--- src/rtl/dsp_pkg.sv ---
// ----------------------------------------------------------------------------
// dsp_pkg
// Shared types, codes and helpers of the deduplicating string pool.
// ----------------------------------------------------------------------------
`default_nettype none

package dsp_pkg;

    // Default sizes
    localparam int ARENA_BYTES_DEF = 65536;
    localparam int MAX_STRING_DEF  = 1024;

    // Depth of the command queue between front and back
    localparam int QUEUE_DEPTH = 4;

    // Input opcodes
    localparam logic [1:0] OP_BYTE  = 2'd0;
    localparam logic [1:0] OP_MODE  = 2'd1;
    localparam logic [1:0] OP_EMPTY = 2'd2;
    localparam logic [1:0] OP_RSVD  = 2'd3;

    // Characters
    localparam logic [7:0] CH_NUL    = 8'h00;
    localparam logic [7:0] CH_BSLASH = 8'h5C;
    localparam logic [7:0] CH_N      = 8'h6E;
    localparam logic [7:0] CH_R      = 8'h72;
    localparam logic [7:0] CH_T      = 8'h74;
    localparam logic [7:0] CH_LF     = 8'h0A;
    localparam logic [7:0] CH_CR     = 8'h0D;
    localparam logic [7:0] CH_TAB    = 8'h09;

    localparam logic [31:0] COUNT_MAX = 32'hFFFF_FFFF;

    typedef struct packed {
        logic [1:0] opcode;
        logic [7:0] data_byte;
        logic       dynamic_mode;
        logic       clear_counters;
    } in_item_t;

    typedef struct packed {
        logic [16:0] string_offset;
        logic        was_duplicate;
        logic        did_wrap;
        logic        too_long;
        logic [31:0] dup_total;
        logic [31:0] wrap_total;
        logic [31:0] bytes_total;
        logic [16:0] max_offset_seen;
    } out_item_t;

    // Commands from front to back
    typedef enum logic [1:0] {
        CMD_CHAR  = 2'd0,
        CMD_END   = 2'd1,
        CMD_MODE  = 2'd2,
        CMD_EMPTY = 2'd3
    } cmd_kind_t;

    typedef struct packed {
        cmd_kind_t  kind;
        logic [7:0] ch;
        logic       pre_bs;   // push a backslash first
        logic       flag;     // mode for CMD_MODE, clear for CMD_EMPTY
    } cmd_t;

    // Saturating add of two counters
    function automatic logic [31:0] sat_add(input logic [31:0] a, input logic [31:0] b);
        logic [32:0] sum;
        sum = {1'b0, a} + {1'b0, b};
        return sum[32] ? COUNT_MAX : sum[31:0];
    endfunction

endpackage

`default_nettype wire

--- src/rtl/dsp_front.sv ---
// ----------------------------------------------------------------------------
// dsp_front
// Accepts input words, resolves backslash escapes and issues commands.
// ----------------------------------------------------------------------------
`default_nettype none

module dsp_front
    import dsp_pkg::*;
(
    input  wire logic     clk,
    input  wire logic     rst_n,
    input  wire logic     in_valid,
    output logic          in_stall,
    input  wire in_item_t in_data,
    input  wire logic     q_full,
    output logic          q_push,
    output cmd_t          q_cmd
);

    logic pend_reg;
    logic pend_next;
    logic accept;
    logic emit;

    assign in_stall = q_full;
    assign accept   = in_valid && !q_full;
    assign q_push   = accept && emit;

    // Classify the word
    always_comb
    begin
        emit        = 1'b0;
        pend_next   = pend_reg;
        q_cmd       = '{kind: CMD_CHAR, ch: in_data.data_byte, pre_bs: 1'b0, flag: 1'b0};
        unique case (in_data.opcode)
            OP_MODE:
            begin
                emit        = 1'b1;
                q_cmd.kind  = CMD_MODE;
                q_cmd.flag  = in_data.dynamic_mode;
            end
            OP_EMPTY:
            begin
                emit        = 1'b1;
                q_cmd.kind  = CMD_EMPTY;
                q_cmd.flag  = in_data.clear_counters;
            end
            OP_BYTE:
            begin
                emit = 1'b1;
                if (pend_reg)
                begin
                    pend_next = 1'b0;
                    if (in_data.data_byte == CH_N)
                        q_cmd.ch = CH_LF;
                    else if (in_data.data_byte == CH_R)
                        q_cmd.ch = CH_CR;
                    else if (in_data.data_byte == CH_T)
                        q_cmd.ch = CH_TAB;
                    else if (in_data.data_byte == CH_NUL)
                    begin
                        q_cmd.kind   = CMD_END;
                        q_cmd.pre_bs = 1'b1;
                    end
                    else if (in_data.data_byte == CH_BSLASH)
                        pend_next = 1'b1;   // kept backslash, new escape opens
                    else
                        q_cmd.pre_bs = 1'b1;
                end
                else if (in_data.data_byte == CH_NUL)
                    q_cmd.kind = CMD_END;
                else if (in_data.data_byte == CH_BSLASH)
                begin
                    emit      = 1'b0;
                    pend_next = 1'b1;
                end
            end
            default:
                emit = 1'b0;   // drop unused opcode
        endcase
    end

    // Hold escape state
    always_ff @(posedge clk or negedge rst_n)
    begin
        if (!rst_n)
            pend_reg <= 1'b0;
        else if (accept)
            pend_reg <= pend_next;
    end

endmodule

`default_nettype wire

--- config.mk ---
export PLATFORM = sky130hd
export DESIGN_NAME = dsp_front
export DESIGN_NICKNAME = d
export VERILOG_FILES = /design/src/rtl/dsp_pkg.sv /design/src/rtl/dsp_front.sv
export SDC_FILE = /design/constraint.sdc
export NUM_CORES = 1
export LEC_CHECK = 0
export ABC_AREA = 0
export BUFFER_PORTS_ARGS = -buffer_cell sky130_fd_sc_hd__buf_4
export CAP_MARGIN = 0
export CORE_AREA = 2 2 39 41
export DETAILED_ROUTE_END_ITERATION = 6
export DIE_AREA = 0 0 41 43
export PLACE_DENSITY = 0.65
export SLEW_MARGIN = 20
export SYNTH_ARGS = -nofsm -noshare
export SYNTH_HDL_FRONTEND = slang
export SYNTH_SLANG_ARGS = --single-unit
export TNS_END_PERCENT = 30
--- constraint.sdc ---
create_clock -name clk -period 1.9 [get_ports clk]
set_clock_uncertainty 0.05 [all_clocks]
set_input_delay 0.475 -clock clk [delete_from_list [all_inputs] [get_ports clk]]
set_output_delay 0.475 -clock clk [all_outputs]
set_load 0.05 [all_outputs]
# After elaboration in Yosys (flattened, before gate mapping)
# Index checks and enable logic that the tools add are counted.
# Widths: inputs -> output; s select.
[op_classes] n_addsub=0 multipliers=0 div_mod_pow=0 magnitude_cmp=0 eq_ne=6 n_shift=0 n_mux=25 bitwise_logic=0 n_reduce_logical=7
[op_table] cell="$eq 8x7->1 const B" n=4
[op_table] cell="$mux 8" n=3
[op_table] cell="$mux 9" n=2
[op_table] cell="$mux 1" n=16
[op_table] cell="$logic_not 8->1" n=1
[op_table] cell="$pmux 2 s3" n=1
[op_table] cell="$pmux 1 s2" n=2
[op_table] cell="$eq 2x1->1 const B" n=1
[op_table] cell="$eq 2x2->1 const B" n=1
[op_table] cell="$logic_and 1x1->1" n=2
[op_table] cell="$logic_not 2->1" n=1
[op_table] cell="$mux 2" n=1
[op_table] cell="$reduce_and 2->1" n=1
[op_table] cell="$reduce_or 2->1" n=1
[op_table] cell="$logic_not 1->1" n=1
[totals] register_bits=1 latch_bits=0 ram_bits=0 mem_bits_ro=0 in_bits=16 mem_count=0

# Depth between registers and ports, before layout
[logic_depth] depth_word=8 depth_mapped=5 ltp_nobuf=5

# Least setup slack after synthesis
# No wires, ideal clock.
[synth_timing] path_type="input to output" start="in in_data[11] in the netlist's numbering" end="out q_push" t_arrival_ns=2.025 setup_slack_ns=-0.650 stages=4 path_buffers=0 cell_sequence="inv_1 ha_1 o21ai_0 a21oi_1"
[synth_between] elab_chain_len=4 word_cells_on_any_way=6
[synth_lines] item="start: declaration" line_no="dsp_front.sv:14" source="input wire in_item_t in_data,"
[synth_lines] item="$eq 2x2->1 / $eq 2x1->1 (equally long branches)" line_no="dsp_front.sv:35" source="unique case (in_data.opcode)"
[synth_lines] item="$reduce_or 2->1 (no source line)"
[synth_lines] item="$pmux 1 s2 (*)" line_no="dsp_front.sv:35"
[synth_lines] item="$logic_and 1x1->1 (*)" line_no="dsp_front.sv:27" source="assign q_push = accept && emit;"
[synth_lines] item="end: declaration" line_no="dsp_front.sv:16" source="output logic q_push,"
# Mark *: on every way between the ends. The rest lies on a longest branch, timed or not.

==> results.yml <==
status:
  status: "finished with violations"
  failed_checks: "negative setup slack"
clock_network:
  cts.clk_slew.worst_paths_ns: 0
  clk_latency_ns: 0
place:
  placed_cells: 105
  io_buffers: 29
  gp_congestion: 0.7105
  dpl_cell_area_um2: 742.0
  place_hpwl_um: 1104
floorplanning:
  io_pins: 30
  start_util_pct: 26.94
  dieArea_mm2: 0.001763
  coreArea_mm2: 0.001384
  die_y_um: 43
  rows: 14
  die_x_um: 41
worst_setup_path:
  start_kind: "primary input"
  worstSetupStartpoint: "in_data[9]"
  crit_cells: 6
  critical_path.cell_chain: "buf_6 > and4bb_1 > nand2_2 > a2bb2oi_2 > o211ai_1 > buf_4"
  cpMaxStageDelayCell: "and4bb_1"
  slowest_delay_ns: 0.30
  r2r_cells: 1
  crit_path_end_kind: "primary output"
  reg2reg_to: "pend_reg"
  worstReg2RegStart: "pend_reg"
  cp_max_fo: 4
  worst-path-buf-inv: 2
  required_ns: 1.37
  rrSetupSlack_ns: 1.02
  cp-endpoint: "q_cmd[4]"
  path_class: "primary input to primary output"
  cp_data_arrival_time_ns: 1.50
  critPathTopFamily: "simple AND/OR/NAND/NOR gates"
final_layout:
  fillCellCount: 132
  stdcell_area_um2: 882.1
  finalNonFillerCells: 107
  final_util_pct: 63.74
  fin_nets: 113
  drive_gt1_share_pct: 70.33
  antenna_cells: 0
  largest_reg_flops: 1
  area_growth_pct: 136.6
worst_hold_path:
  hold_class: "primary input to async pin"
synth:
  synth.top_cell.area_share_pct: 13.42
  post_synth_num_cell_types: 33
  ys_seq_area_share_pct: 6.711
  synthArstFlopShare_pct: 100.0
  ys.flop_type: "dfrtp_1"
  synth_top_area_cell: "ha_1"
  syn_nets: 68
  yosys_warnings: 0
  syn_inst: 48
  avgSynthCellArea_um2: 7.768
  synth_edf_count: 0
  ys_seq_elements: 1
  synth.area.top_cells: "ha_1 (13%), dfrtp_1 (6.7%), nor2b_1 (6.7%)"
  synth_area_um2: 372.9
routing:
  ant_nets: 0
  vias_per_cell: 5.037
  dr.pass1.iters: 4
  vias: 539
  drc: 0
  drt_iter0_drc: 4
  finalWirelength_um: 1405
  avgRoutedWirePerCell_um: 13.13
power:
  powerDensity_mw_per_mm2: 264.5
  p_seq_share_pct: 9.4
  clock_power_share_pct: 0
  power.switching_uw: 112.3
  internal_power_uw: 121.1
  ir_worst_vdd_mv: 0.1648
  switching_share_pct: 48.12
  p_leak_nw: 0.4068
  p_comb_share_pct: 90.6
timing:
  max_slew_margin_pct: 79.26
  maxSlewViolCount: 0
  setup_violations: 10
  hold_violations: 0
  post-route-period-util_pct: 106.6
  fmax_ghz: 0.4936
  worst_pin_slew_ns: 0.3087
  setup_slack_ns: -0.1258
  rsz0062_at_grt: "true"
  finalCriticalPeriod_ns: 2.026
grt:
  grt_pass1_wl_um: 2194
  grt_usage_pct: 17.15
  grt_max_degree: 9
  antenna_found_initial: 0
  grt_pass1_vias: 501
  grt_overflow: 0
run:
  drv_cap: 0
==> stage by stage <==
| stage | hold slack, ns | power (mW) | setup slack (ns) | TNS [ns] |
|---|---|---|---|---|
| after detailed placement | 0.2049 | 0.2047 | -0.1766 | -1.352 |
| after CTS | 0.2049 | 0.2319 | -0.1285 | -0.6267 |
| after floorplan | 0.1294 | 0.1220 | -0.3992 | -1.633 |
| after global placement | 0.1999 | 0.2035 | -0.1821 | -1.253 |
| after global routing | 0.2046 | 0.2457 | -0.1777 | -1.322 |
| final | 0.2041 | 0.2333 | -0.1258 | -0.5920 |
==> Yosys cell counts (2+ instances only) <==
library cell,count
ha_1,4
inv_1,2
nand2_1,5
nor2_1,2
nor2b_1,4
nor3_1,2
o211ai_1,2
o21ai_0,2
==> worst min path at each step <==
stage / from / end / depth (start not counted)
detailed placement: rst_n / pend_reg / 1
CTS: rst_n / pend_reg / 1
finish: rst_n / pend_reg / 1
global placement: rst_n / pend_reg / 1
floorplan: rst_n / pend_reg / 0
global route: rst_n / pend_reg / 1
==> kinds of logic after synthesis <==
family                     share of synthesized area (%)
muxes                                              3.020
buffers and inverters                              5.034
and+or+nand+nor                                    47.66
AOI/OAI and AO/OA                                  24.16
DFF                                                6.710
adders and majority gates                          13.42
==> repair_timing <==
| item | 4_1_cts | 5_1_grt |
|---|---|---|
| pin swaps | 15 | 5 |
| setup endpoints to repair | 11 | 11 |
| gates resized for setup | 30 | 3 |
| hold buffers | 0 | 0 |
| buffers inserted | 2 | 0 |
| gates cloned | 0 | 0 |
==> layout make-up <==
class	instances	area, um^2	share of cell area [%]
multi-input combinational	43	419.2	47.52
timing repair buffer	45	405.4	45.96
sequential	1	25.02	2.837
tap	16	20.02	2.270
inverter	2	12.51	1.418
==> routing by layer <==
layer / wire length (um) / GRT usage [%]
met1: 516 / 21.15
met2: 798 / 32.50
met3: 90 / 0.5236
met4: 0 / 0
met5: 0 / 0
==> layout by cell type, fill, tap and decap left out, types with 2 or more instances in the layout <==
cell type and n:
nand2_1 3, nor4b_4 2, inv_4 2, buf_6 14
o211ai_1 2, ha_1 3, o21ai_1 3, nor2b_1 3
buf_8 2, nand2_2 3, buf_4 29
==> power by group through the flow <==
stage / sequential (mW) / clock [mW] / combinational, mW
final: 0.0220 / 0 / 0.211
after CTS: 0.0220 / 0 / 0.210
after global routing: 0.0220 / 0 / 0.224
after floorplan: 0.0219 / 0 / 0.100
after detailed placement: 0.0220 / 0 / 0.183
after global placement: 0.0219 / 0 / 0.182
Note: power is estimated with default switching activity, not from simulation.
