### src/rtl/dsp_pkg.sv
// ----------------------------------------------------------------------------
// dsp_pkg
// Shared types, codes and helpers of the deduplicating string pool.
// ----------------------------------------------------------------------------
`default_nettype none

package dsp_pkg;

    // Default sizes
    localparam int ARENA_BYTES_DEF = 65536;
    localparam int MAX_STRING_DEF  = 1024;

    // Depth of the command queue between front and back
    localparam int QUEUE_DEPTH = 4;

    // Input opcodes
    localparam logic [1:0] OP_BYTE  = 2'd0;
    localparam logic [1:0] OP_MODE  = 2'd1;
    localparam logic [1:0] OP_EMPTY = 2'd2;
    localparam logic [1:0] OP_RSVD  = 2'd3;

    // Characters
    localparam logic [7:0] CH_NUL    = 8'h00;
    localparam logic [7:0] CH_BSLASH = 8'h5C;
    localparam logic [7:0] CH_N      = 8'h6E;
    localparam logic [7:0] CH_R      = 8'h72;
    localparam logic [7:0] CH_T      = 8'h74;
    localparam logic [7:0] CH_LF     = 8'h0A;
    localparam logic [7:0] CH_CR     = 8'h0D;
    localparam logic [7:0] CH_TAB    = 8'h09;

    localparam logic [31:0] COUNT_MAX = 32'hFFFF_FFFF;

    typedef struct packed {
        logic [1:0] opcode;
        logic [7:0] data_byte;
        logic       dynamic_mode;
        logic       clear_counters;
    } in_item_t;

    typedef struct packed {
        logic [16:0] string_offset;
        logic        was_duplicate;
        logic        did_wrap;
        logic        too_long;
        logic [31:0] dup_total;
        logic [31:0] wrap_total;
        logic [31:0] bytes_total;
        logic [16:0] max_offset_seen;
    } out_item_t;

    // Commands from front to back
    typedef enum logic [1:0] {
        CMD_CHAR  = 2'd0,
        CMD_END   = 2'd1,
        CMD_MODE  = 2'd2,
        CMD_EMPTY = 2'd3
    } cmd_kind_t;

    typedef struct packed {
        cmd_kind_t  kind;
        logic [7:0] ch;
        logic       pre_bs;   // push a backslash first
        logic       flag;     // mode for CMD_MODE, clear for CMD_EMPTY
    } cmd_t;

    // Saturating add of two counters
    function automatic logic [31:0] sat_add(input logic [31:0] a, input logic [31:0] b);
        logic [32:0] sum;
        sum = {1'b0, a} + {1'b0, b};
        return sum[32] ? COUNT_MAX : sum[31:0];
    endfunction

endpackage

`default_nettype wire

### src/rtl/dsp_queue.sv
// ----------------------------------------------------------------------------
// dsp_queue
// Short command queue between the front and the back.
// ----------------------------------------------------------------------------
`default_nettype none

module dsp_queue
    import dsp_pkg::*;
(
    input  wire logic clk,
    input  wire logic rst_n,
    input  wire logic push,
    input  wire cmd_t push_cmd,
    input  wire logic pop,
    output logic      full,
    output logic      empty,
    output cmd_t      head
);

    localparam int PTRW = $clog2(QUEUE_DEPTH);
    localparam int CNTW = $clog2(QUEUE_DEPTH + 1);

    cmd_t            slot_reg [QUEUE_DEPTH];
    logic [PTRW-1:0] wr_reg;
    logic [PTRW-1:0] rd_reg;
    logic [CNTW-1:0] cnt_reg;
    logic            do_push;
    logic            do_pop;

    assign full    = (cnt_reg == CNTW'(QUEUE_DEPTH));
    assign empty   = (cnt_reg == '0);
    assign head    = slot_reg[rd_reg];
    assign do_push = push && !full;
    assign do_pop  = pop && !empty;

    // Store entries
    always_ff @(posedge clk)
    begin
        if (do_push)
            slot_reg[wr_reg] <= push_cmd;
    end

    // Advance pointers
    always_ff @(posedge clk or negedge rst_n)
    begin
        if (!rst_n)
        begin
            wr_reg  <= '0;
            rd_reg  <= '0;
            cnt_reg <= '0;
        end
        else
        begin
            if (do_push)
                wr_reg <= (wr_reg == PTRW'(QUEUE_DEPTH - 1)) ? '0 : wr_reg + 1'b1;
            if (do_pop)
                rd_reg <= (rd_reg == PTRW'(QUEUE_DEPTH - 1)) ? '0 : rd_reg + 1'b1;
            if (do_push && !do_pop)
                cnt_reg <= cnt_reg + 1'b1;
            else if (do_pop && !do_push)
                cnt_reg <= cnt_reg - 1'b1;
        end
    end

endmodule

`default_nettype wire

### config.mk
export PLATFORM = sky130hd
export DESIGN_NAME = dsp_queue
export DESIGN_NICKNAME = d
export VERILOG_FILES = /design/src/rtl/dsp_pkg.sv /design/src/rtl/dsp_queue.sv
export SDC_FILE = /design/constraint.sdc
export NUM_CORES = 1
export LEC_CHECK = 0
export ABC_CLOCK_PERIOD_IN_PS = 4900
export BUFFER_PORTS_ARGS = -buffer_cell sky130_fd_sc_hd__buf_2
export CAP_MARGIN = 0
export CORE_MARGIN = 2
export CORE_UTILIZATION = 53
export DETAILED_ROUTE_END_ITERATION = 6
export PLACE_DENSITY = 0.81
export RECOVER_POWER = 100
export SKIP_CTS_REPAIR_TIMING = 1
export SLEW_MARGIN = 10
export SYNTH_ARGS = -nofsm -noshare
export SYNTH_HDL_FRONTEND = slang
export SYNTH_SLANG_ARGS = --single-unit
### constraint.sdc
create_clock -name clk -period 4.9 [get_ports clk]
set_clock_uncertainty 0.05 [all_clocks]
set_input_delay 0.49 -clock clk [delete_from_list [all_inputs] [get_ports clk]]
set_output_delay 0.49 -clock clk [all_outputs]
set_load 0.05 [all_outputs]
## Word level (Yosys, flattened, before mapping)

Memory sizes are Yosys's and may differ from the RTL's.
Index checks and enable logic that the tools add are counted.

| word-level totals | value |
|---|---|
| bits in registers | 7 |
| bits in writable memories | 48 |
| word-level logic and storage cells | 27 |
| output and inout port bits | 14 |
| memories | 1 |

Memories:

| memory | words | width | rd ports | clocked after memory_dff | wr ports | line | source |
|---|---|---|---|---|---|---|---|
| slot_reg | 4 | 12 | 1 | 0 | 1 | dsp_queue.sv:23 | `cmd_t slot_reg [QUEUE_DEPTH];` |

| operators by class | value |
|---|---|
| reductions and logical operators | 10 |
| multiplexer cells | 6 |
| add/subtract/negate cells | 4 |
| equality and inequality tests | 3 |

Operator list:

| cell | number |
|---|---|
| 3-bit 2-to-1 mux | 2 |
| 2-bit by 1-bit adder with 2-bit output, second input constant | 2 |
| 2-bit equality test, second input constant | 2 |
| 1-bit logical AND | 4 |
| 1-bit zero test | 4 |
| 2-bit 2-to-1 mux | 2 |
| 3-bit by 1-bit adder with 3-bit output, second input constant | 1 |
| 3-bit equality test, second input constant | 1 |
| 3-bit zero test | 1 |
| 3-bit by 1-bit subtractor with 3-bit output, second input constant | 1 |
| 1-bit 2-to-1 mux | 2 |
| 2-bit nonzero test | 1 |

## Longest topological paths before layout

| depth | value |
|---|---|
| depth after elaboration | 7 |
| depth in mapped cells | 8 |

## Least setup slack after synthesis

Ideal clock, no wire load.

| timing path | value |
|---|---|
| kind | register -> register |
| start point | register cnt_reg[0] |
| end point | register cnt_reg[1] |
| path slack | 2.579 ns |
| period minus slack after synthesis | 2.321 ns |
| data arrival time | 2.143 ns |
| cell stages (with the launch flop) | 7 |
| library setup time | 0.128 ns |
| required time | 4.722 ns |
| buffers on the path | 0 |
| path through | dfrtp_1 -> nor3b_4 -> nor2b_4 -> ha_1 -> inv_1 -> fa_1 -> mux2_1 |

| on the way | value |
|---|---|
| cells in the longest elaborated chain, start to end | 6 |

RTL lines:

| item | line | source |
|---|---|---|
| start, declared | dsp_queue.sv:26 | `logic [CNTW-1:0] cnt_reg;` |
| start signal, assigned | dsp_queue.sv:59 | `cnt_reg <= cnt_reg + 1'b1;` |
| start signal, assigned | dsp_queue.sv:61 | `cnt_reg <= cnt_reg - 1'b1;` |
| 3-bit equality test (*) | dsp_queue.sv:30 | `assign full = (cnt_reg == CNTW'(QUEUE_DEPTH));` |
| net full | dsp_queue.sv:15 | `output logic full,` |
| 1-bit zero test (*) | dsp_queue.sv:33 | `assign do_push = push && !full;` |
| 1-bit logical AND (*) | dsp_queue.sv:33 |  |
| net do_push | dsp_queue.sv:27 | `logic do_push;` |
| 1-bit zero test | dsp_queue.sv:60 | `else if (do_pop && !do_push)` |
| 1-bit logical AND | dsp_queue.sv:60 |  |
| 2-bit nonzero test (no source line) | n/a |  |

Mark *: on every way through the listed nets, which the timed path passes. The rest lies on a longest branch. The select of a mux whose other input is x is not followed.
A chain may end at the register's enable or synchronous reset.

==> summary.md <==
| Metric | Value |
|---|---|
| Status | finished clean |
| First-pass GRT wire length | 5.40 mm |
| Fmax | 378 MHz |
| Top-count cell post-synth | edfxtp_1 |
| Register area share after synthesis | 73.6% |
| Syn nets | 123 |
| Crit. End Element | output pin |
| Number of distinct library cells after synthesis | 20 |
| Final Cycle Share | 54.0% |
| Pleak | 0.840 nW |
| IO Pins | 30 |
| Simple logic cell fraction of the synthesized area | 3.48% |
| Slack of the worst reg-to-reg path | 2540 ps |
| PD cells | 684 nW/um2 |
| Tot Pwr | 1.69 mW |
| RD Place Congestion | 0.671 |
| Xor-xnor portion of the synthesized cell area | 1.20% |
| Worst path required time | 4360 ps |
| Complex-gate fraction of the synthesized area | 0.912% |
| Num CTS Buffers | 5 |
| Initial core utilization | 54.9% |
| H-tree depth | 2 |
| Multiplexer share of the synthesized area | 14.7% |
| Max reg flops | 48 |
| Post-synth top cells | 48 x edfxtp_1, 12 x mux4_2, 7 x dfrtp_1 |
| Clock sink count | 55 |
| Worst-skew pair later-pin latency | 300 ps |
| Total gr overflow | 0 |
| Layout cell share with drive strength beyond 1 | 17.8% |
| Hold endpoint | slot_reg[0][0]$_DFFE_PP_ |
| I/O Buffers | 29 |
| Flops & latches, synth | 55 |
| Synthesis-to-layout area growth | 12.3% |
| Slew Viols, Final | 0 |
| DR pass1 iterations | 4 |
| Area share of the largest cell type after synthesis | 65.6% |
| Hold Path Depth | 1 |
| RSZ-0062 raised after global routing | no |
| Core Area | 4000 um2 |
| Final min period | 2640 ps |
| Antenna violations before repair | 0 |
| HP Start | push_cmd[0] |
| Critical path's top delay family | flip-flops |
| Ys Warns | 0 |
| Vias in the first global route | 1098 |
| Largest net degree at the start of global routing | 17 |
| Die height | 68.4 um |
| Reg-to-Reg End | cnt_reg[1]$_DFFE_PN0P_ |
| Final ANT Viol Nets | 0 |
| Critical setup path kind | flip-flop to output pin |
| ANT cells | 0 |
| Row count | 23 |
| DRT iter0 DRCs | 76 |
| Total GRT Usage | 17.1% |
| Worst Tran Pin Value | 1090 ps |
| Worst Hold Class | input port to flip-flop |
| Number of synthesized flops with an enable pin | 48 |
| Ranking of synthesized cells by area | edfxtp_1 66%, mux4_2 12%, dfrtp_1 8.0% |
| WL final | 3.35 mm |
| Root buf cell | clkbuf_8 |
| Main combinational cell family by area after synthesis | multiplexers |
| Critical Path Max Stage Delay | 890 ps |
| Die X | 68.4 um |
| Mean post-synth cell area | 22.0 um2 |
| Layout net count | 157 |
| CP Cell Sequence | mux4_2, clkbuf_1 |
| Die area | 4670 um2 |
| Peak VDD IR | 0.000436 V |
| Top_reg_cell synth | edfxtp_1 |
| Final Hold Vio Count | 0 |
| HPWL Detailed | 2.28 mm |
| R2R depth | 6 |
| Slew margin rel. | 27.1% |
| Worst setup SP type | flip-flop |
| DRC Markers | 0 |
| Clock Pin Slew Worst Setup and Hold Paths | 90 ps |
| Avg WL per Cell | 18.1 um |
| Critical Path AT | 2100 ps |
| Via Count | 1010 |
| Post-route setup TNS | 0 ps |
| CTS tree | built |
| Post-Synth Adder-Cell Area | 4.33% |
| Max Fanout on Critical Path | 15 |
| Post-Syn Area | 2200 um2 |
| Max cap viols | 0 |
| Setup violations, final | 0 |
| Synth area leader | edfxtp_1 |
| Max clock buf depth | 2 |
| Worst Path Buf+Inv | 1 |
| Post-synth ARST share | 12.7% |
| Critical R2R Launch | cnt_reg[0]$_DFFE_PN0P_ |
| Slowest cell on the critical path | dfrtp_1 |
| Syn Inst Count | 100 |
| Via density | 5.46 |
worst max path at each step:
stage,slack (ps),startpoint,end,depth (start not counted)
after floorplan,2580,cnt_reg[0]$_DFFE_PN0P_,cnt_reg[1]$_DFFE_PN0P_,6
after global placement,2630,rd_reg[0]$_DFFE_PN0P_,head[7],2
after detailed placement,2610,rd_reg[0]$_DFFE_PN0P_,head[11],2
after CTS,2280,rd_reg[0]$_DFFE_PN0P_,head[11],2
after global routing,2060,rd_reg[0]$_DFFE_PN0P_,head[1],2
final,2260,rd_reg[0]$_DFFE_PN0P_,head[7],2
through the flow:
stage | cells | cell area, um2 | setup WS (ps) | hold WS, ps | utilization [%]
2_1_floorplan | 100 | 2200 | 2580 | 144 | -
3_3_place_gp | 176 | 2380 | 2630 | 277 | 59.4
3_5_place_dp | 176 | 2380 | 2610 | 285 | 59.4
4_1_cts | 184 | 2510 | 2280 | -41.8 | 62.7
5_1_grt | 185 | 2470 | 2060 | 391 | 61.7
6_report | 185 | 2470 | 2260 | 394 | 61.7
worst reg2reg max path: stages, from the launching register on:
cell     delay (ps)
dfrtp_1         470
nor3b_1         450
nor2b_1         220
ha_1            290
inv_1            70
fa_1            400
mux2_1          300
power by group:
part           leakage (nW)  switching, mW  internal (mW)
Combinational         0.252          0.413          0.204
Sequential            0.522          0.102          0.629
Clock                0.0654          0.135          0.204
Total                 0.840          0.649           1.04
layer usage:
layer / GRT usage, % / vias up / share of wire, %
li1: - / 460 / -
met1: 19.8 / 515 / 38
met2: 29.5 / 28 / 55
met3: 5.92 / 7 / 5.3
met4: 6.00 / 0 / 1.6
met5: 0 / - / 0
final cells by class:
type                            count  area (um2)
Clock buffer                        6        72.6
Clock inverter                      2        60.1
Fill cell                         298        1530
Inverter                            3        11.3
Multi-Input combinational cell     39         522
Sequential cell                    55        1620
Tap cell                           50        62.6
Timing Repair Buffer               30         121
cells in the final DEF, fill, tap and decap left out:
| cell type | n |
|---|---|
| a21o_1 | 1 |
| and2_0 | 3 |
| buf_2 | 2 |
| bufinv_16 | 2 |
| clkbuf_1 | 28 |
| clkbuf_8 | 5 |
| dfrtp_1 | 7 |
| dlygate4sd3_1 | 1 |
| edfxtp_1 | 48 |
| fa_1 | 1 |
| ha_1 | 6 |
| inv_1 | 3 |
| mux2_1 | 2 |
| mux2_4 | 2 |
| mux4_2 | 12 |
| nand2_1 | 1 |
| nor2_1 | 3 |
| nor2b_1 | 1 |
| nor3_1 | 2 |
| nor3b_1 | 1 |
| o31ai_2 | 1 |
| xnor2_1 | 1 |
| xor2_1 | 2 |
cells by family after synthesis:
logic type	after synthesis
multiplexers	16
XOR/XNOR	3
AO/OA/AOI/OAI	2
AND/OR/NAND/NOR	11
buffers and inverters	6
flip-flops	55
adder cells (fa/ha/maj)	7
(Power assumes the default switching activity.)
